[config.mk]
export PLATFORM = sky130hd
export DESIGN_NAME = socks5_connect_handshake_client
export DESIGN_NICKNAME = d
export VERILOG_FILES = /design/src/rtl/s5c_pkg.sv /design/src/rtl/s5c_parser.sv /design/src/rtl/socks5_connect_handshake_client.sv
export SDC_FILE = /design/constraint.sdc
export NUM_CORES = 1
export LEC_CHECK = 0
export BUFFER_PORTS_ARGS = -buffer_cell sky130_fd_sc_hd__buf_2
export CAP_MARGIN = 20
export CORE_UTILIZATION = 50
export DETAILED_ROUTE_END_ITERATION = 6
export PLACE_DENSITY_LB_ADDON = 0.25
export SLEW_MARGIN = 20
export SYNTH_ARGS = -nofsm -noshare
export SYNTH_HDL_FRONTEND = slang
export SYNTH_SLANG_ARGS = --single-unit
[constraint.sdc]
create_clock -name i_clk -period 20.8 [get_ports i_clk]
set_input_delay 4.16 -clock i_clk [delete_from_list [all_inputs] [get_ports i_clk]]
set_output_delay 4.16 -clock i_clk [all_outputs]
set_load 0.005 [all_outputs]
[src/rtl/s5c_pkg.sv]
// Shared types, protocol constants and request byte generation for the SOCKS5 client.
package s5c_pkg;

    // Protocol bytes
    localparam logic [7:0] SOCKS_VER     = 8'h05;
    localparam logic [7:0] NUM_METHODS   = 8'h01;
    localparam logic [7:0] METHOD_NONE   = 8'h00;
    localparam logic [7:0] METHOD_REJECT = 8'hFF;
    localparam logic [7:0] CMD_CONNECT   = 8'h01;
    localparam logic [7:0] RSV_BYTE      = 8'h00;
    localparam logic [7:0] REP_SUCCESS   = 8'h00;
    localparam logic [7:0] REP_CODE_MIN  = 8'h01;
    localparam logic [7:0] REP_CODE_MAX  = 8'h08;
    localparam logic [7:0] ATYP_V4       = 8'h01;
    localparam logic [7:0] ATYP_DOMAIN   = 8'h03;
    localparam logic [7:0] ATYP_V6       = 8'h04;

    // Input commands and result kinds
    localparam logic CMD_START = 1'b0;
    localparam logic CMD_RX    = 1'b1;
    localparam logic KIND_TX     = 1'b0;
    localparam logic KIND_REPORT = 1'b1;

    // Outcome status codes
    localparam logic [3:0] ST_OK         = 4'd0;
    localparam logic [3:0] ST_BAD_VER    = 4'd1;
    localparam logic [3:0] ST_AUTH_REQ   = 4'd2;
    localparam logic [3:0] ST_BAD_METHOD = 4'd3;
    localparam logic [3:0] ST_REPLY_BASE = 4'd3;
    localparam logic [3:0] ST_UNKNOWN    = 4'd12;
    localparam logic [3:0] ST_RSV_NZ     = 4'd13;
    localparam logic [3:0] ST_DOMAIN     = 4'd14;
    localparam logic [3:0] ST_BAD_ATYP   = 4'd15;

    // Configuration register indexes
    localparam int CFG_IDX_W = 2;
    localparam logic [CFG_IDX_W-1:0] CFG_TARGET_IS_V6 = 2'd0;
    localparam logic [CFG_IDX_W-1:0] CFG_TARGET_HI    = 2'd1;
    localparam logic [CFG_IDX_W-1:0] CFG_TARGET_LO    = 2'd2;
    localparam logic [CFG_IDX_W-1:0] CFG_TARGET_PORT  = 2'd3;

    // Byte positions in messages
    localparam int IDX_W = 5;
    localparam logic [IDX_W-1:0] POS_VER      = 5'd0;
    localparam logic [IDX_W-1:0] POS_REP      = 5'd1;
    localparam logic [IDX_W-1:0] POS_RSV      = 5'd2;
    localparam logic [IDX_W-1:0] POS_ATYP     = 5'd3;
    localparam logic [IDX_W-1:0] POS_V4_END   = 5'd8;
    localparam logic [IDX_W-1:0] POS_V6_HI_END = 5'd12;
    localparam logic [IDX_W-1:0] POS_V6_END   = 5'd20;
    localparam logic [IDX_W-1:0] POS_V6_LO_LAST = 5'd19;
    localparam logic [IDX_W-1:0] POS_V6_HI_LAST = 5'd11;
    localparam logic [IDX_W-1:0] POS_V4_LAST  = 5'd7;
    localparam logic [IDX_W-1:0] LAST_HELLO   = 5'd2;
    localparam logic [IDX_W-1:0] LAST_V4      = 5'd9;
    localparam logic [IDX_W-1:0] LAST_V6      = 5'd21;
    localparam logic [IDX_W-1:0] IDX_ONE      = 5'd1;

    // Parser phase, one-hot
    typedef enum logic [3:0] {
        PH_IDLE   = 4'b0001,
        PH_METHOD = 4'b0010,
        PH_REPLY  = 4'b0100,
        PH_DONE   = 4'b1000
    } t_phase;

    typedef enum logic [1:0] {
        ACT_NONE    = 2'd0,
        ACT_HELLO   = 2'd1,
        ACT_CONNECT = 2'd2,
        ACT_REPORT  = 2'd3
    } t_act;

    typedef enum logic {
        MSG_HELLO   = 1'b0,
        MSG_CONNECT = 1'b1
    } t_msg;

    // What the parser asks the emitter to do for one input item
    typedef struct packed {
        t_act        act;
        logic [3:0]  status;
        logic        bound_v6;
        logic [63:0] bound_hi;
        logic [63:0] bound_lo;
        logic [15:0] bound_port;
    } t_action;

    // Byte at position idx of the method request or the connect request
    function automatic logic [7:0] msg_byte(t_msg msg, logic [IDX_W-1:0] idx, logic v6,
                                            logic [63:0] hi, logic [63:0] lo,
                                            logic [15:0] port);
        logic [7:0]       b;
        logic [IDX_W-1:0] k;
        b = 8'h00;
        k = '0;
        if (msg == MSG_HELLO) begin
            case (idx)
                POS_VER: b = SOCKS_VER;
                POS_REP: b = NUM_METHODS;
                POS_RSV: b = METHOD_NONE;
                default: b = 8'h00;
            endcase
        end else if (idx <= POS_ATYP) begin
            case (idx)
                POS_VER:  b = SOCKS_VER;
                POS_REP:  b = CMD_CONNECT;
                POS_RSV:  b = RSV_BYTE;
                POS_ATYP: b = v6 ? ATYP_V6 : ATYP_V4;
                default:  b = 8'h00;
            endcase
        end else if (v6) begin
            if (idx < POS_V6_HI_END) begin
                k = POS_V6_HI_LAST - idx;
                b = hi[{k[2:0], 3'b000} +: 8];
            end else if (idx < POS_V6_END) begin
                k = POS_V6_LO_LAST - idx;
                b = lo[{k[2:0], 3'b000} +: 8];
            end else if (idx == POS_V6_END) begin
                b = port[15:8];
            end else begin
                b = port[7:0];
            end
        end else begin
            if (idx < POS_V4_END) begin
                k = POS_V4_LAST - idx;
                b = lo[{k[2:0], 3'b000} +: 8];
            end else if (idx == POS_V4_END) begin
                b = port[15:8];
            end else begin
                b = port[7:0];
            end
        end
        return b;
    endfunction

    // Position of the final byte of a request message
    function automatic logic [IDX_W-1:0] msg_last_idx(t_msg msg, logic v6);
        logic [IDX_W-1:0] l;
        if (msg == MSG_HELLO) begin
            l = LAST_HELLO;
        end else begin
            l = v6 ? LAST_V6 : LAST_V4;
        end
        return l;
    endfunction

endpackage

[src/rtl/s5c_parser.sv]
// Reply parser: checks server bytes, tracks handshake phase, collects the bound endpoint.
module s5c_parser (
    input  logic                 i_clk,
    input  logic                 i_rst_n,
    input  logic                 i_step,
    input  logic                 i_command,
    input  logic [7:0]           i_rx_byte,
    output s5c_pkg::t_action     o_action
);

    s5c_pkg::t_phase               r_phase, n_phase;
    logic [s5c_pkg::IDX_W-1:0]     r_idx, n_idx;
    logic                          r_vbad, n_vbad;
    logic                          r_v6, n_v6;
    logic [63:0]                   r_hacc, n_hacc;
    logic [63:0]                   r_lacc, n_lacc;
    logic [15:0]                   r_pacc, n_pacc;
    s5c_pkg::t_action              w_act;
    logic [s5c_pkg::IDX_W-1:0]     w_addr_end;
    logic [s5c_pkg::IDX_W-1:0]     w_idx_inc;

    assign w_addr_end = r_v6 ? s5c_pkg::POS_V6_END : s5c_pkg::POS_V4_END;
    assign w_idx_inc  = r_idx + s5c_pkg::IDX_ONE;

    // Decide the action and the next parser state for the presented item
    always_comb begin
        w_act            = '0;
        w_act.act        = s5c_pkg::ACT_NONE;
        w_act.status     = s5c_pkg::ST_OK;
        n_phase          = r_phase;
        n_idx            = r_idx;
        n_vbad           = r_vbad;
        n_v6             = r_v6;
        n_hacc           = r_hacc;
        n_lacc           = r_lacc;
        n_pacc           = r_pacc;
        if (i_command == s5c_pkg::CMD_START) begin
            if (r_phase == s5c_pkg::PH_IDLE) begin
                w_act.act = s5c_pkg::ACT_HELLO;
                n_phase   = s5c_pkg::PH_METHOD;
                n_idx     = '0;
                n_vbad    = 1'b0;
            end
        end else begin
            case (r_phase)
                s5c_pkg::PH_METHOD: begin
                    if (r_idx == s5c_pkg::POS_VER) begin
                        n_vbad = (i_rx_byte != s5c_pkg::SOCKS_VER);
                        n_idx  = s5c_pkg::IDX_ONE;
                    end else begin
                        w_act.act = s5c_pkg::ACT_REPORT;
                        n_phase   = s5c_pkg::PH_DONE;
                        if (r_vbad) begin
                            w_act.status = s5c_pkg::ST_BAD_VER;
                        end else if (i_rx_byte == s5c_pkg::METHOD_REJECT) begin
                            w_act.status = s5c_pkg::ST_AUTH_REQ;
                        end else if (i_rx_byte != s5c_pkg::METHOD_NONE) begin
                            w_act.status = s5c_pkg::ST_BAD_METHOD;
                        end else begin
                            // good method reply: send the connect request
                            w_act.act = s5c_pkg::ACT_CONNECT;
                            n_phase   = s5c_pkg::PH_REPLY;
                            n_idx     = '0;
                            n_vbad    = 1'b0;
                        end
                    end
                end
                s5c_pkg::PH_REPLY: begin
                    n_idx = w_idx_inc;
                    if (r_idx == s5c_pkg::POS_VER) begin
                        n_vbad = (i_rx_byte != s5c_pkg::SOCKS_VER);
                    end else if (r_idx == s5c_pkg::POS_REP) begin
                        if (r_vbad) begin
                            w_act.act    = s5c_pkg::ACT_REPORT;
                            w_act.status = s5c_pkg::ST_BAD_VER;
                        end else if (i_rx_byte >= s5c_pkg::REP_CODE_MIN &&
                                     i_rx_byte <= s5c_pkg::REP_CODE_MAX) begin
                            w_act.act    = s5c_pkg::ACT_REPORT;
                            w_act.status = s5c_pkg::ST_REPLY_BASE + i_rx_byte[3:0];
                        end else if (i_rx_byte != s5c_pkg::REP_SUCCESS) begin
                            w_act.act    = s5c_pkg::ACT_REPORT;
                            w_act.status = s5c_pkg::ST_UNKNOWN;
                        end
                    end else if (r_idx == s5c_pkg::POS_RSV) begin
                        if (i_rx_byte != s5c_pkg::RSV_BYTE) begin
                            w_act.act    = s5c_pkg::ACT_REPORT;
                            w_act.status = s5c_pkg::ST_RSV_NZ;
                        end
                    end else if (r_idx == s5c_pkg::POS_ATYP) begin
                        n_hacc = '0;
                        n_lacc = '0;
                        n_pacc = '0;
                        if (i_rx_byte == s5c_pkg::ATYP_V4) begin
                            n_v6 = 1'b0;
                        end else if (i_rx_byte == s5c_pkg::ATYP_V6) begin
                            n_v6 = 1'b1;
                        end else if (i_rx_byte == s5c_pkg::ATYP_DOMAIN) begin
                            w_act.act    = s5c_pkg::ACT_REPORT;
                            w_act.status = s5c_pkg::ST_DOMAIN;
                        end else begin
                            w_act.act    = s5c_pkg::ACT_REPORT;
                            w_act.status = s5c_pkg::ST_BAD_ATYP;
                        end
                    end else if (r_idx < w_addr_end) begin
                        // shift address bytes in, network order
                        if (r_v6 && r_idx < s5c_pkg::POS_V6_HI_END) begin
                            n_hacc = {r_hacc[55:0], i_rx_byte};
                        end else begin
                            n_lacc = {r_lacc[55:0], i_rx_byte};
                        end
                    end else begin
                        n_pacc = {r_pacc[7:0], i_rx_byte};
                        if (r_idx == w_addr_end + s5c_pkg::IDX_ONE) begin
                            w_act.act        = s5c_pkg::ACT_REPORT;
                            w_act.status     = s5c_pkg::ST_OK;
                            w_act.bound_v6   = r_v6;
                            w_act.bound_hi   = r_hacc;
                            w_act.bound_lo   = r_lacc;
                            w_act.bound_port = n_pacc;
                        end
                    end
                    // any report ends the handshake
                    if (w_act.act == s5c_pkg::ACT_REPORT) begin
                        n_phase = s5c_pkg::PH_DONE;
                        n_idx   = r_idx;
                    end
                end
                default: begin
                end
            endcase
        end
    end

    assign o_action = w_act;

    // Advance parser state on each processed item
    always_ff @(posedge i_clk) begin
        if (!i_rst_n) begin
            r_phase <= s5c_pkg::PH_IDLE;
            r_idx   <= '0;
            r_vbad  <= 1'b0;
            r_v6    <= 1'b0;
            r_hacc  <= '0;
            r_lacc  <= '0;
            r_pacc  <= '0;
        end else if (i_step) begin
            r_phase <= n_phase;
            r_idx   <= n_idx;
            r_vbad  <= n_vbad;
            r_v6    <= n_v6;
            r_hacc  <= n_hacc;
            r_lacc  <= n_lacc;
            r_pacc  <= n_pacc;
        end
    end

    a_report_ends: assert property (@(posedge i_clk) disable iff (!i_rst_n)
        i_step && w_act.act == s5c_pkg::ACT_REPORT |=> r_phase == s5c_pkg::PH_DONE)
        else $error("report did not end the handshake");

    a_reply_idx_range: assert property (@(posedge i_clk) disable iff (!i_rst_n)
        r_phase == s5c_pkg::PH_REPLY |-> r_idx <= s5c_pkg::LAST_V6)
        else $error("reply byte index out of range");

    a_connect_from_method: assert property (@(posedge i_clk) disable iff (!i_rst_n)
        i_step && w_act.act == s5c_pkg::ACT_CONNECT |-> r_phase == s5c_pkg::PH_METHOD)
        else $error("connect request outside method phase");

endmodule

[src/rtl/socks5_connect_handshake_client.sv]
// Top level of the SOCKS5 no-auth CONNECT client: input stage, request emitter, result register.
//
//  channel | signals                                  | direction
//  --------+------------------------------------------+----------
//  in      | i_in_valid/o_in_ready, i_command, i_rx_byte | to block
//  out     | o_out_valid/i_out_ready, o_kind .. o_bound_port | from block
//  cfg     | i_cfg_we, i_cfg_idx, i_cfg_data            | to block
//
// One transaction is taken per cycle unless stalled. A start or a good method reply gives
// a 3-byte or a 10/22-byte request; the emitter sends one byte per cycle unless stalled;
// the input stage holds the next transaction until the last is sent. Reset (synchronous,
// active low) returns to idle with cleared target registers. A stalled output holds its
// result; one further transaction waits in the input register.
module socks5_connect_handshake_client (
    input  logic                              i_clk,
    input  logic                              i_rst_n,
    input  logic                              i_in_valid,
    output logic                              o_in_ready,
    input  logic                              i_command,
    input  logic [7:0]                        i_rx_byte,
    output logic                              o_out_valid,
    input  logic                              i_out_ready,
    output logic                              o_kind,
    output logic [7:0]                        o_tx_byte,
    output logic                              o_tx_last,
    output logic [3:0]                        o_status,
    output logic                              o_bound_is_v6,
    output logic [63:0]                       o_bound_addr_hi,
    output logic [63:0]                       o_bound_addr_lo,
    output logic [15:0]                       o_bound_port,
    input  logic                              i_cfg_we,
    input  logic [s5c_pkg::CFG_IDX_W-1:0]     i_cfg_idx,
    input  logic [63:0]                       i_cfg_data
);

    // Configuration
    logic        r_target_v6;
    logic [63:0] r_target_hi;
    logic [63:0] r_target_lo;
    logic [15:0] r_target_port;

    // Input stage
    logic        r_in_valid;
    logic        r_cmd;
    logic [7:0]  r_byte;

    // Emitter
    logic                      r_busy, n_busy;
    s5c_pkg::t_msg             r_msg, n_msg;
    logic [s5c_pkg::IDX_W-1:0] r_idx, n_idx;

    // Result register
    logic        r_o_valid, n_o_valid;
    logic        r_kind, n_kind;
    logic [7:0]  r_tx_byte, n_tx_byte;
    logic        r_tx_last, n_tx_last;
    logic [3:0]  r_status, n_status;
    logic        r_bv6, n_bv6;
    logic [63:0] r_bhi, n_bhi;
    logic [63:0] r_blo, n_blo;
    logic [15:0] r_bport, n_bport;

    logic                      w_out_free;
    logic                      w_step;
    logic                      w_in_take;
    s5c_pkg::t_action          w_action;
    logic [s5c_pkg::IDX_W-1:0] w_last;

    assign w_out_free = !r_o_valid || i_out_ready;
    assign w_step     = r_in_valid && !r_busy && w_out_free;
    assign o_in_ready = !r_in_valid || w_step;
    assign w_in_take  = i_in_valid && o_in_ready;
    assign w_last     = s5c_pkg::msg_last_idx(r_msg, r_target_v6);

    s5c_parser u_parser (
        .i_clk     (i_clk),
        .i_rst_n   (i_rst_n),
        .i_step    (w_step),
        .i_command (r_cmd),
        .i_rx_byte (r_byte),
        .o_action  (w_action)
    );

    // Write configuration registers
    always_ff @(posedge i_clk) begin
        if (!i_rst_n) begin
            r_target_v6   <= 1'b0;
            r_target_hi   <= '0;
            r_target_lo   <= '0;
            r_target_port <= '0;
        end else if (i_cfg_we) begin
            case (i_cfg_idx)
                s5c_pkg::CFG_TARGET_IS_V6: r_target_v6   <= i_cfg_data[0];
                s5c_pkg::CFG_TARGET_HI:    r_target_hi   <= i_cfg_data;
                s5c_pkg::CFG_TARGET_LO:    r_target_lo   <= i_cfg_data;
                s5c_pkg::CFG_TARGET_PORT:  r_target_port <= i_cfg_data[15:0];
                default: begin
                end
            endcase
        end
    end

    // Hold the next transaction in the input stage
    always_ff @(posedge i_clk) begin
        if (!i_rst_n) begin
            r_in_valid <= 1'b0;
        end else if (w_in_take) begin
            r_in_valid <= 1'b1;
        end else if (w_step) begin
            r_in_valid <= 1'b0;
        end
    end

    always_ff @(posedge i_clk) begin
        if (w_in_take) begin
            r_cmd  <= i_command;
            r_byte <= i_rx_byte;
        end
    end

    // Emit request bytes or a report into the result register
    always_comb begin
        n_busy    = r_busy;
        n_msg     = r_msg;
        n_idx     = r_idx;
        n_o_valid = r_o_valid && !i_out_ready;
        n_kind    = r_kind;
        n_tx_byte = r_tx_byte;
        n_tx_last = r_tx_last;
        n_status  = r_status;
        n_bv6     = r_bv6;
        n_bhi     = r_bhi;
        n_blo     = r_blo;
        n_bport   = r_bport;
        if (r_busy && w_out_free) begin
            n_o_valid = 1'b1;
            n_kind    = s5c_pkg::KIND_TX;
            n_tx_byte = s5c_pkg::msg_byte(r_msg, r_idx, r_target_v6, r_target_hi,
                                          r_target_lo, r_target_port);
            n_tx_last = (r_idx == w_last);
            n_idx     = r_idx + s5c_pkg::IDX_ONE;
            n_busy    = (r_idx != w_last);
        end else if (w_step) begin
            case (w_action.act)
                s5c_pkg::ACT_HELLO, s5c_pkg::ACT_CONNECT: begin
                    n_msg     = (w_action.act == s5c_pkg::ACT_HELLO) ?
                                s5c_pkg::MSG_HELLO : s5c_pkg::MSG_CONNECT;
                    n_o_valid = 1'b1;
                    n_kind    = s5c_pkg::KIND_TX;
                    n_tx_byte = s5c_pkg::SOCKS_VER;
                    n_tx_last = 1'b0;
                    n_status  = s5c_pkg::ST_OK;
                    n_bv6     = 1'b0;
                    n_bhi     = '0;
                    n_blo     = '0;
                    n_bport   = '0;
                    n_idx     = s5c_pkg::IDX_ONE;
                    n_busy    = 1'b1;
                end
                s5c_pkg::ACT_REPORT: begin
                    n_o_valid = 1'b1;
                    n_kind    = s5c_pkg::KIND_REPORT;
                    n_tx_byte = 8'h00;
                    n_tx_last = 1'b0;
                    n_status  = w_action.status;
                    n_bv6     = w_action.bound_v6;
                    n_bhi     = w_action.bound_hi;
                    n_blo     = w_action.bound_lo;
                    n_bport   = w_action.bound_port;
                end
                default: begin
                end
            endcase
        end
    end

    always_ff @(posedge i_clk) begin
        if (!i_rst_n) begin
            r_busy    <= 1'b0;
            r_o_valid <= 1'b0;
            r_idx     <= '0;
            r_msg     <= s5c_pkg::MSG_HELLO;
        end else begin
            r_busy    <= n_busy;
            r_o_valid <= n_o_valid;
            r_idx     <= n_idx;
            r_msg     <= n_msg;
        end
    end

    always_ff @(posedge i_clk) begin
        r_kind    <= n_kind;
        r_tx_byte <= n_tx_byte;
        r_tx_last <= n_tx_last;
        r_status  <= n_status;
        r_bv6     <= n_bv6;
        r_bhi     <= n_bhi;
        r_blo     <= n_blo;
        r_bport   <= n_bport;
    end

    assign o_out_valid     = r_o_valid;
    assign o_kind          = r_kind;
    assign o_tx_byte       = r_tx_byte;
    assign o_tx_last       = r_tx_last;
    assign o_status        = r_status;
    assign o_bound_is_v6   = r_bv6;
    assign o_bound_addr_hi = r_bhi;
    assign o_bound_addr_lo = r_blo;
    assign o_bound_port    = r_bport;

    a_busy_has_output: assert property (@(posedge i_clk) disable iff (!i_rst_n)
        r_busy |-> r_o_valid)
        else $error("emitter busy without a pending result");

    a_busy_refills: assert property (@(posedge i_clk) disable iff (!i_rst_n)
        r_busy && i_out_ready |=> r_o_valid && r_kind == s5c_pkg::KIND_TX)
        else $error("request byte not refilled after transfer");

    a_report_clean: assert property (@(posedge i_clk) disable iff (!i_rst_n)
        r_o_valid && r_kind == s5c_pkg::KIND_REPORT |-> !r_tx_last && r_tx_byte == 8'h00)
        else $error("report carries transmit fields");

    a_no_step_while_busy: assert property (@(posedge i_clk) disable iff (!i_rst_n)
        r_busy && !$past(r_busy) |-> $past(w_step))
        else $error("emitter started without a processed transaction");

endmodule
==> metrics.md <==
| Metric | Value |
|---|---|
| Fraction of power spent switching nets | 21.3% |
| Wire length of the first global-routing pass | 73500 µm |
| Worst-Skew Late Latency | 570 ps |
| Sequential power share | 50.6% |
| Critical path's slowest cell | sky130_fd_sc_hd__nor2b_1 |
| Max Clock Freq | 0.112 GHz |
| Final Setup Violations | 0 |
| Global routing usage on met2 | 37.9% |
| Number of I/O pins | 241 |
| Worst-case clock skew | 11.2 ps |
| Aggregate global routing overflow | 0 |
| Library cells used by synthesis | 70 |
| Total count of max-transition violations in the final report | 0 |
| Flip-flop cell with the highest count after synthesis | sky130_fd_sc_hd__dfxtp_1 |
| Die height | 199 µm |
| Pleak | 7.59 nW |
| Pint | 1.52 mW |
| Number of global-route vias before repair | 13799 |
| Share of async-settable or async-resettable flops after synthesis | 0% |
| GRT Util Overall | 23.5% |
| Count of flip-flops with a built-in enable after synthesis | 167 |
| Buffer count from post-CTS setup fixing | 0 |
| Sw power | 413 µW |
| Bufs on Longest Clock Path | 3 |
| Number of nets with antenna violations after routing | 0 |
| CTS tree | done |
| Standard-cell rows | 71 |
| Fraction of layout cells with a size suffix above 1 | 18.3% |
| Synthesis-stage register bit count | 469 |
| Library cell used as clock root buffer | sky130_fd_sc_hd__clkbuf_16 |
| Met1 usage in global routing | 31.4% |
| Total power draw | 1.93 mW |
| Period utilisation layout | 42.8% |
| Core Area | 0.0379 mm² |
| Cell Chain, Critical Path | buf_2, nor2b_1, o21ai_0, buf_2 |
| Critical Path Max Stage Delay | 170 ps |
| Vias post-DR | 14906 |
| DRT Pass-1 Iters | 7 |
| Average footprint of a synthesized cell | 9.67 µm² |
| Antenna violations before repair | 7 |
| Post-Syn Instances | 2006 |
| Result of the run | finished, final reports clean |
| Pin count of the biggest net entering global routing | 199 |
| RSZ-0062 raised after global routing | false |
| Detail-routed via count per cell | 5.48 |
| Average wire per standard cell | 17.2 µm |
| Fin Hold WS | 445 ps |
| Post-DP HPWL | 29700 µm |
| Worst hold-check path type | reg -> reg |
| Count of routing violations after the opening detailed-route iteration | 1059 |
| Max-Slew Margin vs Limit | 29.3% |
| Worst setup path category | in -> out |
| Synthesis-to-finish area growth | 15.7% |
| Hold Violations, Final | 0 |
| Crit-path max FO | 3 |
| Met3 demand-to-capacity share in global routing | 4.92% |
| Synthesis warning total | 0 |
| Number of maximum-capacitance violations | 0 |
| Critical path launch point type | input port |
| Syn Nets | 2104 |
| Post-route setup slack | 11900 ps |
| Aggregate routed wire length | 46600 µm |
| Worst Path Required | 16640 ps |
| GPL Wtd Cong | 0.861 |
| Post-cts gate resize count | 0 |
| Highest ir drop seen on vdd | 0.0709 mV |
| Total power per unit cell area | 86.2 mW/mm² |
| Clock network power share | 45.0% |
| Measured slew at the worst slew-check pin | 1060 ps |
| Post-Syn Area | 0.0194 mm² |
| Hold Buf Count CTS | 0 |
| Sequential area share after synthesis | 57.0% |
| Floorplan die area | 0.0396 mm² |
| Post-Place Worst Slack | 11900 ps |
| Buffers on Ports | 240 |
| Final standard cell utilization of the core | 59.2% |
| Crit path arrival time | 4740 ps |
| Die width | 199 µm |
| Starting density of the core | 51.1% |
| Shortest clock period the worst path allows after layout | 8900 ps |
| CTS H-tree lvls | 2 |
| Count of fill cells added during filler insertion | 3273 |
| Count of nets after finishing | 2263 |
| Setup TNS after final layout | 0 ps |
| Cts bufs inserted | 47 |
| Most common cell after layout, fill and taps aside | sky130_fd_sc_hd__nand2_1 |
| Peak-usage layer in the global routing report | met2 |
| Clock slew seen by the registers of the worst setup and hold paths | 60 ps |
| Number of clock sinks | 469 |
| Commonest cells after routing, fill and taps aside | sky130_fd_sc_hd__nand2_1 (474), sky130_fd_sc_hd__a21oi_1 (310), sky130_fd_sc_hd__dfxtp_1 (301) |
| Capturing element type of the critical path | output pin |
| Combinational cell fraction of total power | 4.4% |
| DRC errors left | 0 |
| Crit path top cell by count | sky130_fd_sc_hd__buf_2 |
worst max-delay path, delay by kind of cell:
family / cells / cell delay [ps]
buffers and inverters: 2 / 260
AO/OA/AOI/OAI: 1 / 150
AND/OR/NAND/NOR: 1 / 170
metal layers:
layer	wire, µm	vias up	part of all wire [%]
met5	31	-	0.066
met4	1240	4	2.7
met3	2770	76	5.9
met2	22200	429	48
met1	20400	7116	44
li1	-	7281	-
registers in the layout, summed over array words and instances (netlist names), 16 cells and up:
register	count
o_bound_addr_hi	64
o_bound_addr_lo	64
o_bound_port	16
r_target_hi	64
r_target_lo	64
r_target_port	16
u_parser.r_hacc	64
u_parser.r_lacc	64
cells by family (layout without fill, tap and decap cells):
| group | Yosys count | in the layout | synth area share [%] |
|---|---|---|---|
| and+or+nand+nor | 877 | 877 | 20.9 |
| xor gates and xnor gates | 3 | 3 | 0.136 |
| other | 0 | 5 | 0 |
| DFF | 469 | 469 | 57.0 |
| buffers and inverters | 169 | 365 | 3.54 |
| AOI/OAI and AO/OA | 402 | 402 | 11.4 |
| adders and majority gates | 18 | 18 | 1.16 |
| muxes | 68 | 68 | 5.74 |
power groups by stage:
stage          Combinational (mW)  Clock [mW]  Sequential [mW]
6_report                   0.0845       0.871            0.979
4_1_cts                    0.0849       0.891            0.979
2_1_floorplan              0.0495           0            0.997
5_1_grt                    0.0938       0.927            0.981
3_5_place_dp               0.0846           0            0.999
3_3_place_gp               0.0832           0            0.998
path summary, 6_finish.rpt:
check	endpoint	depth (start not counted)	slack (ps)	start
max	o_in_ready	4	11900	i_out_ready
min	u_parser.r_hacc[57]	2	450	u_parser.r_hacc[57]
max reg2reg	o_bound_addr_lo[50]	10	15620	u_parser.r_idx[3]
min reg2reg	u_parser.r_hacc[57]	2	450	u_parser.r_hacc[57]
per-stage QoR:
step           instance area, µm²  cells
2_1_floorplan               19400   2006
3_3_place_gp                20800   2627
3_5_place_dp                20800   2627
4_1_cts                     22400   2713
5_1_grt                     22400   2714
6_report                    22400   2718
cells in the mapped netlist, drive strengths merged, types with 18 or more instances:
| library cell | n | area [µm²] |
|---|---|---|
| nand2 | 476 | 1790 |
| dfxtp | 302 | 6050 |
| nand3 | 137 | 686 |
| edfxtp | 167 | 5010 |
| ha | 18 | 225 |
| and2 | 151 | 945 |
| mux2i | 28 | 280 |
| mux4 | 34 | 766 |
| o21ai | 28 | 144 |
| a21oi | 310 | 1550 |
| clkbuf | 119 | 447 |
| nor2 | 51 | 199 |
| inv | 21 | 78.8 |
| buf | 29 | 161 |
final cells by class:
type	instances	area (µm²)	share of cell area (%)
inverters	21	91.3	0.407
flip-flops and latches	469	11100	49.3
clock buffers	71	1430	6.37
multi-input cells	1368	7690	34.3
repair buffers	258	1340	5.97
clock inverters	15	181	0.808
well taps	511	639	2.85
diodes	5	12.5	0.0558
Note: power is estimated with default switching activity, not from simulation.
